--- config.mk ---
export PLATFORM = sky130hd
export DESIGN_NAME = gnpm_ctrl
export DESIGN_NICKNAME = d
export VERILOG_FILES = /design/src/rtl/core/gnpm_pkg.sv /design/src/rtl/core/gnpm_ctrl.sv
export SDC_FILE = /design/constraint.sdc
export NUM_CORES = 1
export LEC_CHECK = 0
export ABC_CLOCK_PERIOD_IN_PS = 1050
export BUFFER_PORTS_ARGS = -buffer_cell sky130_fd_sc_hd__buf_2
export CAP_MARGIN = 30
export CELL_PAD_IN_SITES_DETAIL_PLACEMENT = 1
export CELL_PAD_IN_SITES_GLOBAL_PLACEMENT = 1
export CORE_AREA = 2 2 39 41
export CTS_BUF_LIST = sky130_fd_sc_hd__clkbuf_4
export CTS_CLUSTER_SIZE = 8
export DETAILED_ROUTE_END_ITERATION = 12
export DIE_AREA = 0 0 41 43
export GPL_TIMING_DRIVEN = 1
export PLACE_DENSITY_LB_ADDON = 0.25
export SLEW_MARGIN = 10
export SYNTH_ARGS = -nofsm -noshare
export SYNTH_HDL_FRONTEND = slang
export SYNTH_SLANG_ARGS = --single-unit
export TNS_END_PERCENT = 10
--- constraint.sdc ---
create_clock -name clock -period 1.05 [get_ports clock]
set_input_delay 0.0525 -clock clock [delete_from_list [all_inputs] [get_ports clock]]
set_output_delay 0.0525 -clock clock [all_outputs]
set_load 0.005 [all_outputs]
--- src/rtl/core/gnpm_pkg.sv ---
// Package for the grid nearest point matcher: shared widths, codes, controller
// state type and the command/status structs between controller and datapath.
// No dependencies.
package gnpm_pkg;

   localparam int POS_W       = 14;  // 10.4 fixed-point position
   localparam int FRAC_W      = 4;
   localparam int CELL_W      = POS_W - FRAC_W;
   localparam int IN_CODE_W   = 20;
   localparam int OUT_CODE_W  = 20;
   localparam int LIMIT_W     = 16;
   localparam int RAD_W       = 3;
   localparam int OFS_W       = RAD_W + 1;   // signed window offset
   localparam int CRD_W       = 14;          // signed cell coordinate
   localparam int EPOCH_W     = 8;
   localparam int SQ_W        = 2 * POS_W;
   localparam int DIST_W      = SQ_W + 1;
   localparam int CSR_IDX_W   = 1;
   localparam int CSR_DATA_W  = 16;
   localparam int CMD_W       = 2;
   localparam int REQ_TDATA_W = 56;
   localparam int RSP_TDATA_W = 48;

   localparam logic [CMD_W-1:0] CMD_LOAD  = 2'd0;
   localparam logic [CMD_W-1:0] CMD_QUERY = 2'd1;
   localparam logic [CMD_W-1:0] CMD_CLEAR = 2'd2;

   localparam logic [CSR_IDX_W-1:0] CSR_DIST_LIMIT    = 1'd0;
   localparam logic [CSR_IDX_W-1:0] CSR_SEARCH_RADIUS = 1'd1;

   localparam logic [LIMIT_W-1:0] DIST_LIMIT_RST    = 16'd1024;
   localparam logic [RAD_W-1:0]   SEARCH_RADIUS_RST = 3'd2;

   typedef enum logic [2:0] {
      ST_SWEEP,
      ST_IDLE,
      ST_SCAN,
      ST_DRAIN,
      ST_FINISH
   } state_type;

   typedef struct packed {
      logic load_wr;   // write a load transfer into its cell
      logic clear_ep;  // advance the grid epoch
      logic q_start;   // latch query, open the window
      logic scan_rd;   // read one window cell, advance the window
      logic sweep_wr;  // invalidate one cell of the sweep
      logic fin_ld;    // load the result register, free the winner cell
   } ctrl_cmd_type;

   typedef struct packed {
      logic win_last;
      logic sweep_last;
      logic epoch_last;
      logic pipe_busy;
      logic rsp_busy;
   } dp_status_type;

endpackage

--- src/rtl/core/gnpm_ctrl.sv ---
// Controller of the grid nearest point matcher: sequences reset sweep, loads,
// clears and the window scan of a query. Depends on gnpm_pkg.
module gnpm_ctrl (
   input  logic                        clock,
   input  logic                        reset,
   input  logic                        req_tvalid,
   input  logic [gnpm_pkg::CMD_W-1:0]  req_command,
   input  logic                        req_eligible,
   input  gnpm_pkg::dp_status_type     status,
   output logic                        req_tready,
   output gnpm_pkg::ctrl_cmd_type      cmd
);
   import gnpm_pkg::*;

   state_type state_ff, state_in;

   always_ff @(posedge clock) begin
      if (reset) begin
         state_ff <= ST_SWEEP;
      end else begin
         state_ff <= state_in;
      end
   end

   always_comb begin
      state_in = state_ff;
      unique case (state_ff)
         ST_SWEEP: begin
            if (status.sweep_last) state_in = ST_IDLE;
         end
         ST_IDLE: begin
            if (req_tvalid) begin
               if (req_command == CMD_QUERY && req_eligible) begin
                  state_in = ST_SCAN;
               end else if (req_command == CMD_CLEAR && status.epoch_last) begin
                  state_in = ST_SWEEP;
               end
            end
         end
         ST_SCAN: begin
            if (status.win_last) state_in = ST_DRAIN;
         end
         ST_DRAIN: begin
            if (!status.pipe_busy) state_in = ST_FINISH;
         end
         ST_FINISH: begin
            if (!status.rsp_busy) state_in = ST_IDLE;
         end
         default: state_in = ST_SWEEP;
      endcase
   end

   always_comb begin
      cmd        = '0;
      req_tready = 1'b0;
      unique case (state_ff)
         ST_SWEEP: cmd.sweep_wr = 1'b1;
         ST_IDLE: begin
            req_tready   = 1'b1;
            cmd.load_wr  = req_tvalid && (req_command == CMD_LOAD);
            cmd.clear_ep = req_tvalid && (req_command == CMD_CLEAR);
            cmd.q_start  = req_tvalid && (req_command == CMD_QUERY) && req_eligible;
         end
         ST_SCAN:   cmd.scan_rd = 1'b1;
         ST_DRAIN:  cmd = '0;
         ST_FINISH: cmd.fin_ld = !status.rsp_busy;
         default:   cmd = '0;
      endcase
   end

endmodule

==> insert_results.sql, run 1 <==
INSERT INTO impl_metrics (metric_group, metric, value, unit) VALUES
('timing', 'timing.final.crit_period', '1.287', 'ns'),
('route', 'dr_vias', '337', ''),
('run_status', 'violations_in_the_final_reports', 'setup timing', ''),
('clock_network', 'clock_tree_buf_depth', '2', ''),
('finish', 'finish.net_count', '68', ''),
('timing', 'skew', '0.006182', 'ns'),
('floorplan', 'top_level_pins', '18', ''),
('route', 'drt_pass1_iterations', '2', ''),
('power_and_ir_drop', 'worst_ir_drop_vdd', '0.0002489', 'V'),
('grt', 'globalRouteOverflowTotal', '0', ''),
('timing', 'rsz0062_at_grt', 'yes', ''),
('finish', 'final_core_utilization', '0.3553', ''),
('route', 'post_drt_via_cell_ratio', '4.681', ''),
('clock_network', 'cts_htree_levels', '1', ''),
('route', 'wl_per_cell', '13.31', 'µm'),
('finish', 'post_layout_nonfiller_instances', '72', ''),
('grt', 'number_of_antenna_violations_at_the_first_check_in_global_routing', '0', ''),
('finish', 'antenna_diode_count', '0', ''),
('worst_setup_path', 'endpoint', 'cmd[4]', ''),
('synth', 'synth_top_flop_cell', 'sky130_fd_sc_hd__dfxtp_1', ''),
('run_status', 'status', 'finished with violations', ''),
('finish', 'ff_latch_area', '68.82', 'µm²'),
('synth', 'yosys-top-cells-area', 'sky130_fd_sc_hd__dfxtp_1 (25%), sky130_fd_sc_hd__nand4b_1 (11%), sky130_fd_sc_hd__a31oi_1 (5.2%)', ''),
('power_and_ir_drop', 'p_leak', '0.2200', 'nW'),
('clock_network', 'cts.root.buffer_cell', 'sky130_fd_sc_hd__clkbuf_4', ''),
('synth', 'syn-instance-count', '28', ''),
('synth', 'synth.net_count', '39', ''),
('worst_setup_path', 'critical_path_arrival', '1.23', 'ns'),
('synth', 'seq_area_frac_synth', '0.2487', ''),
('grt', 'grtUsageTotal', '0.1153', ''),
('route', 'wl', '958', 'µm'),
('placed_design', 'dp_cells', '64', ''),
('synth', 'async_reset_ff_frac', '0', ''),
('finish', 'multiInputGateArea', '206.4', 'µm²'),
('floorplan', 'row_count', '14', ''),
('timing', 'maxClockFrequency', '0.7768', 'GHz'),
('worst_setup_path', 'r2r_setup_slack', '-0.20', 'ns'),
('grt', 'global_route_wire_length_before_repair', '1352', 'µm'),
('timing', 'setup_ws', '-0.2373', 'ns'),
('route', 'drt_iter0_markers', '2', ''),
('worst_setup_path', 'r2r.worst_path.cells', '5', ''),
('worst_setup_path', 'endpoint_kind', 'output port', ''),
('clock_network', 'cts.sink_count', '3', ''),
('worst_setup_path', 'worst-setup-path-type', 'register to output port', ''),
('synth', 'synth-edff-count', '0', ''),
('timing', 'slew_viol_final', '0', ''),
('timing', 'finalSetupViolations', '9', ''),
('route', 'route.antenna.remaining_nets', '0', ''),
('floorplan', 'die_area', '1763', 'µm²'),
('placed_design', 'finalWeightedCongestion', '0.6607', ''),
('timing', 'slew_headroom', '0.8534', ''),
('worst_setup_path', 'regToRegEndpoint', 'state_ff[0]', ''),
('grt', 'via_count_of_the_first_global_routing_pass', '339', ''),
('clock_network', 'clk_pin_slew_worst_paths', '0.04', 'ns'),
('floorplan', 'dieHeight', '43', 'µm'),
('power_and_ir_drop', 'pwr_density_cell', '941.0', 'nW/µm²'),
('synth', 'synth_top_cell_area_share', '0.2487', ''),
('timing', 'fin_setup_tns', '-1.351', 'ns'),
('worst_setup_path', 'crit_start', 'state_ff[1]', ''),
('synth', 'ys_seq_elements', '3', ''),
('finish', 'flip_flop_count_of_the_largest_register_after_layout', '3', ''),
('worst_setup_path', 'crit-reg2reg-launch', 'state_ff[1]', ''),
('finish', 'regMostFlops', 'state_ff', ''),
('flow_run', 'cap_violations', '0', ''),
('finish', 'layout-drive-gt1-share', '0.7143', ''),
('timing', 'timing.final.hold_violations', '0', ''),
('timing', 'final_min_period_over_clock_period', '1.226', ''),
('route', 'drc', '0', ''),
('placed_design', 'hpwl', '668.2', 'µm'),
('floorplan', 'fp.dieW', '41', 'µm'),
('worst_setup_path', 'crit_fanout', '4', '');
[power by group]
group,total [mW],switching (mW),leakage [nW],internal [mW]
Sequential,0.127,0.00997,0.0264,0.117
Clock,0.234,0.0655,0.0184,0.169
Combinational,0.102,0.0419,0.175,0.0602
Total,0.463,0.117,0.220,0.345
[worst min-delay path by stage]
stage / startpoint / endpoint / slack [ns] / cells past startpoint
floorplan: reset / state_ff[0] / 0.12 / 1
global placement: reset / state_ff[0] / 0.26 / 2
detailed placement: reset / state_ff[1] / 0.26 / 2
CTS: status[0] / state_ff[2] / 0.11 / 3
global route: status[1] / state_ff[0] / 0.16 / 3
finish: status[1] / state_ff[0] / 0.15 / 3
[metal layers]
layer	up-vias	GRT usage	routed length, µm
met2	13	0.1906	545
met5	-	0	0
li1	166	-	-
met1	156	0.1250	360
met4	0	0.1000	14
met3	2	0	38
[cell usage in the layout, fill, tap and decap left out, types with 2 or more instances in the layout]
cell,Yosys,layout
sky130_fd_sc_hd__a31oi_1,2,2
sky130_fd_sc_hd__buf_2,1,17
sky130_fd_sc_hd__buf_4,0,6
sky130_fd_sc_hd__buf_6,1,2
sky130_fd_sc_hd__clkbuf_4,0,4
sky130_fd_sc_hd__dfxtp_4,0,2
sky130_fd_sc_hd__nand4b_1,3,3
sky130_fd_sc_hd__nor2_1,3,2
[metrics by stage]
stage                     area [µm²]  power (mW)
after floorplan                241.5      0.1589
after global placement         367.9      0.2110
after detailed placement       367.9      0.2107
after CTS                      452.9      0.4713
after global routing           491.7      0.5018
final                          491.7      0.4627
[what timing repair did]
item | CTS | global route
pin swaps | 5 | 4
buffers inserted | 3 | 0
gates resized for setup | 7 | 8
hold buffers | 1 | 0
hold endpoints to repair | 2 | 0
endpoints found under the setup margin | 10 | 10
[layout make-up]
| type | count | area share |
|---|---|---|
| Clock buffer | 4 | 0.06107 |
| Inverter | 1 | 0.007634 |
| Multi-Input combinational cell | 22 | 0.4198 |
| Sequential cell | 3 | 0.1399 |
| Tap cell | 16 | 0.04071 |
| Timing Repair Buffer | 26 | 0.3308 |
[critical path, stage by stage (launching register included)]
cell and delay (ns):
sky130_fd_sc_hd__dfxtp_2 0.32, sky130_fd_sc_hd__buf_6 0.12, sky130_fd_sc_hd__nor3b_4 0.23, sky130_fd_sc_hd__and4b_1 0.22
sky130_fd_sc_hd__buf_2 0.11
[kinds of logic (layout without fill, tap and decap cells)]
kind of cell / count (synthesis) / in the layout / share of synthesized area
compound gates: 5 / 5 / 0.1243
buf+inv: 3 / 31 / 0.08286
flops: 3 / 3 / 0.2487
mux: 1 / 1 / 0.04663
simple gates: 16 / 16 / 0.4974
Power figures use the tool's default switching activity.
==> run 2: changes to the inputs <==
--- a/config.mk
+++ b/config.mk
@@ -6,7 +6,7 @@
 export NUM_CORES = 1
 export LEC_CHECK = 0
 export ABC_CLOCK_PERIOD_IN_PS = 1050
-export BUFFER_PORTS_ARGS = -buffer_cell sky130_fd_sc_hd__buf_2
+export BUFFER_PORTS_ARGS = -buffer_cell sky130_fd_sc_hd__buf_4
 export CAP_MARGIN = 30
 export CELL_PAD_IN_SITES_DETAIL_PLACEMENT = 1
 export CELL_PAD_IN_SITES_GLOBAL_PLACEMENT = 1
@@ -16,6 +16,7 @@
 export DETAILED_ROUTE_END_ITERATION = 12
 export DIE_AREA = 0 0 41 43
 export GPL_TIMING_DRIVEN = 1
+export MAX_ROUTING_LAYER = met4
 export PLACE_DENSITY_LB_ADDON = 0.25
 export SLEW_MARGIN = 10
 export SYNTH_ARGS = -nofsm -noshare
==> run 2 against run 1 <==
Against the previous run: the run still ends with setup timing left; clock skew fell by 0.0054 ns; total power increased by 2.6%; wire length up 7.5%; clock-buffer cell count unchanged; register-to-register slack gained 0.03 ns; via count down 0.59%; cell count shrank 1.4%; flip-flop and latch count did not move; non-clock buffer count fell by 1.
==> insert_results.sql, run 2 (synthesis results as in run 1) <==
INSERT INTO impl_metrics (metric_group, metric, value, unit) VALUES
('run_status', 'status', 'finished with violations', ''),
('run_status', 'violations_in_the_final_reports', 'setup timing', ''),
('grt', 'via_count_of_the_first_global_routing_pass', '401', ''),
('floorplan', 'fp.dieW', '41', 'µm'),
('clock_network', 'cts_tree', 'built', ''),
('placed_design', 'hpwl', '768.4', 'µm'),
('worst_setup_path', 'regToRegEndpoint', 'state_ff[1]', ''),
('min_path', 'min-delay-path-class', 'input port to register', ''),
('worst_setup_path', 'cp-start-kind', 'register', ''),
('timing', 'rsz0062_at_grt', 'yes', ''),
('finish', 'regMostFlops', 'state_ff', ''),
('route', 'post_drt_via_cell_ratio', '4.718', ''),
('route', 'drt_iter0_markers', '0', ''),
('clock_network', 'cts_htree_levels', '1', ''),
('timing', 'final_min_period_over_clock_period', '1.215', ''),
('floorplan', 'design.core.area', '1384', 'µm²'),
('power_and_ir_drop', 'worst_ir_drop_vdd', '0.0002074', 'V'),
('grt', 'global_route_wire_length_before_repair', '1642', 'µm'),
('worst_setup_path', 'crit_start', 'state_ff[1]', ''),
('finish', 'fillers', '173', ''),
('worst_setup_path', 'crit_fanout', '4', ''),
('placed_design', 'io_buffer_count', '17', ''),
('worst_setup_path', 'worst-setup-path-type', 'register to output port', ''),
('route', 'drc', '0', ''),
('finish', 'finish.net_count', '67', ''),
('timing', 'timing.final.crit_period', '1.276', 'ns'),
('worst_setup_path', 'r2r.worst_path.cells', '4', ''),
('clock_network', 'clk_pin_slew_worst_paths', '0.04', 'ns'),
('timing', 'maxClockFrequency', '0.7840', 'GHz'),
('grt', 'pin_count_of_the_biggest_net_entering_global_routing', '8', ''),
('timing', 'worstMarginPinSlew', '0.2344', 'ns'),
('timing', 'skew', '0.0008148', 'ns'),
('clock_network', 'clk_latency', '0.23', 'ns'),
('timing', 'slew_headroom', '0.8421', ''),
('finish', 'final_core_utilization', '0.3906', ''),
('grt', 'globalRouteOverflowTotal', '0', ''),
('floorplan', 'die_area', '1763', 'µm²'),
('finish', 'most-common-layout-cells', 'sky130_fd_sc_hd__buf_4 (22), sky130_fd_sc_hd__clkbuf_4 (4), sky130_fd_sc_hd__nand4b_1 (3), sky130_fd_sc_hd__dfxtp_4 (3)', ''),
('route', 'drt_pass1_iterations', '1', ''),
('finish', 'layout-drive-gt1-share', '0.7455', ''),
('timing', 'fin_setup_tns', '-1.229', 'ns'),
('placed_design', 'finalWeightedCongestion', '0.7485', ''),
('power_and_ir_drop', 'p_leak', '0.2278', 'nW'),
('timing', 'setup_ws', '-0.2256', 'ns'),
('route', 'route.antenna.remaining_nets', '0', ''),
('finish', 'largest_registers', 'state_ff: 3 flops', ''),
('route', 'dr_vias', '335', ''),
('worst_setup_path', 'worst_ep_required_time', '1.00', 'ns'),
('grt', 'number_of_antenna_violations_at_the_first_check_in_global_routing', '0', ''),
('finish', 'antenna_diode_count', '0', ''),
('route', 'wl', '1030', 'µm'),
('floorplan', 'start_util', '0.1745', ''),
('finish', 'area_growth_syn_to_layout', '123.8', '%'),
('worst_setup_path', 'crit-reg2reg-launch', 'state_ff[1]', ''),
('clock_network', 'cts.root.buffer_cell', 'sky130_fd_sc_hd__clkbuf_4', ''),
('finish', 'mostFrequentLayoutCell', 'sky130_fd_sc_hd__buf_4', ''),
('route', 'wl_per_cell', '14.51', 'µm'),
('timing', 'timing.final.hold_violations', '0', ''),
('worst_setup_path', 'endpoint', 'cmd[4]', ''),
('clock_network', 'clock_tree_buf_depth', '2', ''),
('clock_network', 'cts_buffers', '3', ''),
('worst_setup_path', 'endpoint_kind', 'output port', ''),
('floorplan', 'row_count', '14', ''),
('power_and_ir_drop', 'pwr_density_cell', '878.4', 'nW/µm²'),
('timing', 'hold_slack', '0.1334', 'ns'),
('worst_setup_path', 'r2r_setup_slack', '-0.17', 'ns'),
('flow_run', 'cap_violations', '0', ''),
('clock_network', 'cts.sink_count', '3', ''),
('floorplan', 'dieHeight', '43', 'µm'),
('floorplan', 'top_level_pins', '18', ''),
('grt', 'grtUsageTotal', '0.1427', ''),
('worst_setup_path', 'critical_path_arrival', '1.22', 'ns'),
('timing', 'slew_viol_final', '0', ''),
('finish', 'flip_flop_count_of_the_largest_register_after_layout', '3', ''),
('timing', 'finalSetupViolations', '9', '');
==> run 2: worst min-delay path by stage <==
stage	depth (start not counted)	slack (ns)	startpoint	endpoint
final	3	0.13	status[0]	state_ff[2]
after global routing	3	0.14	status[0]	state_ff[2]
after CTS	3	0.13	status[0]	state_ff[2]
after detailed placement	2	0.24	reset	state_ff[0]
after global placement	2	0.24	reset	state_ff[2]
after floorplan	1	0.12	reset	state_ff[0]
==> run 2: routing by layer <==
layer	global-route usage	wire, µm
met1	0.1278	342
met3	0	29
met4	0.06000	0
met2	0.2813	658
met5	-	0
==> run 2: stage by stage <==
stage          setup WS [ns]  power (mW)  std cells  instance area, µm²
4_1_cts              -0.2746      0.4758         71               523.0
3_3_place_gp         -0.1070      0.2257         64               410.4
5_1_grt              -0.2980      0.5002         71               540.5
3_5_place_dp         -0.1125      0.2300         64               410.4
6_report             -0.2256      0.4748         71               540.5
2_1_floorplan       -0.04581      0.1589         28               241.5
==> run 2: area by class of cell <==
type                            count  area, µm²  area share
Clock buffer                        4      30.03     0.05556
Inverter                            1      3.754    0.006944
Multi-Input combinational cell     22      217.7      0.4028
Sequential cell                     3      71.32      0.1319
Tap cell                           16      20.02     0.03704
Timing Repair Buffer               25      197.7      0.3657
==> run 2: where the power goes <==
group	switching [mW]	internal, mW	leakage (nW)
clock	0.0580	0.168	0.0184
sequential	0.0109	0.114	0.0266
combinational	0.0459	0.0775	0.183
total	0.115	0.360	0.228
==> run 2: critical path, cell delays in order (launching register included) <==
cell,delay (ns)
sky130_fd_sc_hd__dfxtp_4,0.34
sky130_fd_sc_hd__buf_6,0.11
sky130_fd_sc_hd__nor3b_4,0.20
sky130_fd_sc_hd__and4b_1,0.23
sky130_fd_sc_hd__buf_4,0.11
==> run 2: timing repair <==
item | 4_1_cts | 5_1_grt
buffers inserted | 2 | 0
endpoints found under the setup margin | 10 | 10
hold buffers | 1 | 0
resized for setup | 14 | 4
endpoints found under the hold margin | 3 | 0
pin swaps | 3 | 3
==> run 3: changes to the inputs <==
--- a/config.mk
+++ b/config.mk
@@ -5,7 +5,7 @@
 export SDC_FILE = /design/constraint.sdc
 export NUM_CORES = 1
 export LEC_CHECK = 0
-export ABC_CLOCK_PERIOD_IN_PS = 1050
+export ABC_CLOCK_PERIOD_IN_PS = 1200
 export BUFFER_PORTS_ARGS = -buffer_cell sky130_fd_sc_hd__buf_4
 export CAP_MARGIN = 30
 export CELL_PAD_IN_SITES_DETAIL_PLACEMENT = 1
==> constraint.sdc (replaced) <==
create_clock -name clock -period 1.2 [get_ports clock]
set_input_delay 0.06 -clock clock [delete_from_list [all_inputs] [get_ports clock]]
set_output_delay 0.06 -clock clock [all_outputs]
set_load 0.005 [all_outputs]
==> run 3 against run 2 <==
Against the previous run: the flow still finishes with violations (setup timing); combinational power shrank 18%; cell count down 1.4%; setup slack better by 0.16 ns; via count increased by 3.0%; largest cell class is now buffers; largest power group unchanged.
==> insert_results.sql, run 3 (synthesis results as in run 1) <==
INSERT INTO impl_metrics (metric_group, metric, value, unit) VALUES
('worst_setup_path', 'endpoint_kind', 'output port', ''),
('finish', 'mostFrequentLayoutCell', 'sky130_fd_sc_hd__buf_4', ''),
('flow_run', 'cap_violations', '0', ''),
('run_status', 'status', 'finished with violations', ''),
('finish', 'flip_flop_count_of_the_largest_register_after_layout', '3', ''),
('power_and_ir_drop', 'worst_ir_drop_vdd', '0.0002182', 'V'),
('timing', 'rsz0062_at_grt', 'yes', ''),
('route', 'drt_iter0_markers', '4', ''),
('grt', 'global_route_wire_length_before_repair', '1545', 'µm'),
('floorplan', 'fp.dieW', '41', 'µm'),
('worst_setup_path', 'crit_start', 'state_ff[1]', ''),
('finish', 'area_growth_syn_to_layout', '105.7', '%'),
('clock_network', 'cts_buffers', '3', ''),
('run_status', 'violations_in_the_final_reports', 'setup timing', ''),
('clock_network', 'cts.root.buffer_cell', 'sky130_fd_sc_hd__clkbuf_4', ''),
('timing', 'slew_headroom', '0.8315', ''),
('placed_design', 'finalWeightedCongestion', '0.7277', ''),
('floorplan', 'row_count', '14', ''),
('floorplan', 'start_util', '0.1745', ''),
('floorplan', 'dieHeight', '43', 'µm'),
('timing', 'finalSetupViolations', '3', ''),
('worst_setup_path', 'r2r.worst_path.cells', '3', ''),
('clock_network', 'cts.sink_count', '3', ''),
('clock_network', 'clock_tree_buf_depth', '2', ''),
('timing', 'skew', '0.01061', 'ns'),
('clock_network', 'clk_latency', '0.24', 'ns'),
('floorplan', 'design.core.area', '1384', 'µm²'),
('worst_setup_path', 'endpoint', 'cmd[5]', ''),
('finish', 'largest_registers', 'state_ff: 3 flops', ''),
('worst_setup_path', 'regToRegEndpoint', 'state_ff[1]', ''),
('finish', 'antenna_diode_count', '0', ''),
('route', 'post_drt_via_cell_ratio', '4.929', ''),
('route', 'wl_met1', '315', 'µm'),
('clock_network', 'cts_htree_levels', '1', ''),
('finish', 'multiInputGateArea', '186.4', 'µm²'),
('placed_design', 'hpwl', '692.5', 'µm'),
('route', 'dr_vias', '345', ''),
('placed_design', 'post-place-ws', '0.05005', 'ns'),
('worst_setup_path', 'cp-start-kind', 'register', ''),
('power_and_ir_drop', 'p_leak', '0.2151', 'nW'),
('worst_setup_path', 'worst-setup-path-type', 'register to output port', ''),
('floorplan', 'die_area', '1763', 'µm²'),
('finish', 'fillers', '172', ''),
('worst_setup_path', 'crit-reg2reg-launch', 'state_ff[0]', ''),
('grt', 'number_of_antenna_violations_at_the_first_check_in_global_routing', '0', ''),
('finish', 'layout-drive-gt1-share', '0.6667', ''),
('route', 'route.met2.wl', '623', 'µm'),
('grt', 'grtUsageTotal', '0.1376', ''),
('grt', 'pin_count_of_the_biggest_net_entering_global_routing', '8', ''),
('worst_setup_path', 'r2r_setup_slack', '0.02', 'ns'),
('timing', 'final_min_period_over_clock_period', '1.055', ''),
('finish', 'ff_latch_area', '66.31', 'µm²'),
('worst_setup_path', 'critical_path_arrival', '1.21', 'ns'),
('worst_setup_path', 'crit_fanout', '4', ''),
('timing', 'hold_slack', '0.1099', 'ns'),
('route', 'drt_pass1_iterations', '2', ''),
('timing', 'timing.final.hold_violations', '0', ''),
('route', 'top_signal_layer_used', 'met3', ''),
('power_and_ir_drop', 'p_total', '0.4188', 'mW'),
('route', 'wl_per_cell', '14.11', 'µm'),
('route', 'wl_met3', '49', 'µm'),
('grt', 'via_count_of_the_first_global_routing_pass', '385', ''),
('clock_network', 'cts_tree', 'built', ''),
('finish', 'most-common-layout-cells', 'sky130_fd_sc_hd__buf_4 (21), sky130_fd_sc_hd__clkbuf_4 (4), sky130_fd_sc_hd__nor2_1 (3), sky130_fd_sc_hd__nand4b_1 (3)', ''),
('timing', 'worstMarginPinSlew', '0.2521', 'ns'),
('clock_network', 'clk_pin_slew_worst_paths', '0.04', 'ns'),
('min_path', 'min-delay-path-class', 'input port to register', ''),
('power_and_ir_drop', 'pwr_density_cell', '843.1', 'nW/µm²'),
('finish', 'finish.net_count', '66', ''),
('timing', 'timing.final.crit_period', '1.266', 'ns'),
('finish', 'regMostFlops', 'state_ff', ''),
('timing', 'slew_viol_final', '0', ''),
('worst_setup_path', 'worst_ep_required_time', '1.14', 'ns'),
('grt', 'globalRouteOverflowTotal', '0', ''),
('timing', 'setup_ws', '-0.06630', 'ns'),
('route', 'route.antenna.remaining_nets', '0', ''),
('timing', 'maxClockFrequency', '0.7897', 'GHz'),
('route', 'drc', '0', ''),
('floorplan', 'top_level_pins', '18', ''),
('route', 'wl', '988', 'µm'),
('placed_design', 'io_buffer_count', '17', '');
run 3: cell count changes in the layout (fill, tap and decap cells not counted), sizes merged:
cell,change
buf,-1
run 3: stage by stage:
step	area (µm²)	utilization	setup TNS, ns	std cells
after global routing	496.7	0.3590	-0.3708	70
after CTS	470.5	0.3400	-0.2381	69
after global placement	395.4	0.2857	0	62
after detailed placement	395.4	0.2857	0	62
after floorplan	241.5	-	0	28
final	496.7	0.3590	-0.1351	70
run 3: worst max-delay path, stage by stage, from the launching register on:
cell and delay (ns):
sky130_fd_sc_hd__dfxtp_2 0.32, sky130_fd_sc_hd__buf_6 0.13, sky130_fd_sc_hd__nor3b_4 0.19, sky130_fd_sc_hd__and4bb_1 0.21, sky130_fd_sc_hd__buf_4 0.11
run 3: routing by layer:
layer | global-route usage | up-vias
li1 | - | 162
met1 | 0.1246 | 170
met2 | 0.2406 | 13
met3 | 0.01571 | 0
met4 | 0.1000 | 0
met5 | - | -
run 3: how the worst min path moves through the flow:
stage | startpoint | slack [ns] | to | cells past startpoint
detailed placement | reset | 0.25 | state_ff[2] | 2
floorplan | reset | 0.13 | state_ff[0] | 1
finish | status[0] | 0.11 | state_ff[2] | 3
global route | status[0] | 0.15 | state_ff[2] | 3
global placement | reset | 0.24 | state_ff[2] | 2
CTS | status[0] | 0.10 | state_ff[2] | 3
run 3: timing repair:
action,4_1_cts,5_1_grt
buffers inserted,2,1
hold endpoints to repair,3,0
resized for setup,6,4
endpoints found under the setup margin,4,6
hold buffers,1,0
pin swaps,2,3
run 3: report_power, final:
group	internal (mW)	leakage (nW)	total, mW	switching (mW)
clock network	0.148	0.0184	0.207	0.0595
logic	0.0636	0.171	0.101	0.0376
registers	0.104	0.0261	0.111	0.00637
total	0.315	0.215	0.419	0.103
run 3: area by class of cell:
| cell class | instances | area share |
|---|---|---|
| clock buffer | 4 | 0.06045 |
| timing repair buffer | 24 | 0.3829 |
| inverter | 1 | 0.007557 |
| tap | 16 | 0.04030 |
| multi-input combinational | 22 | 0.3753 |
| sequential | 3 | 0.1335 |
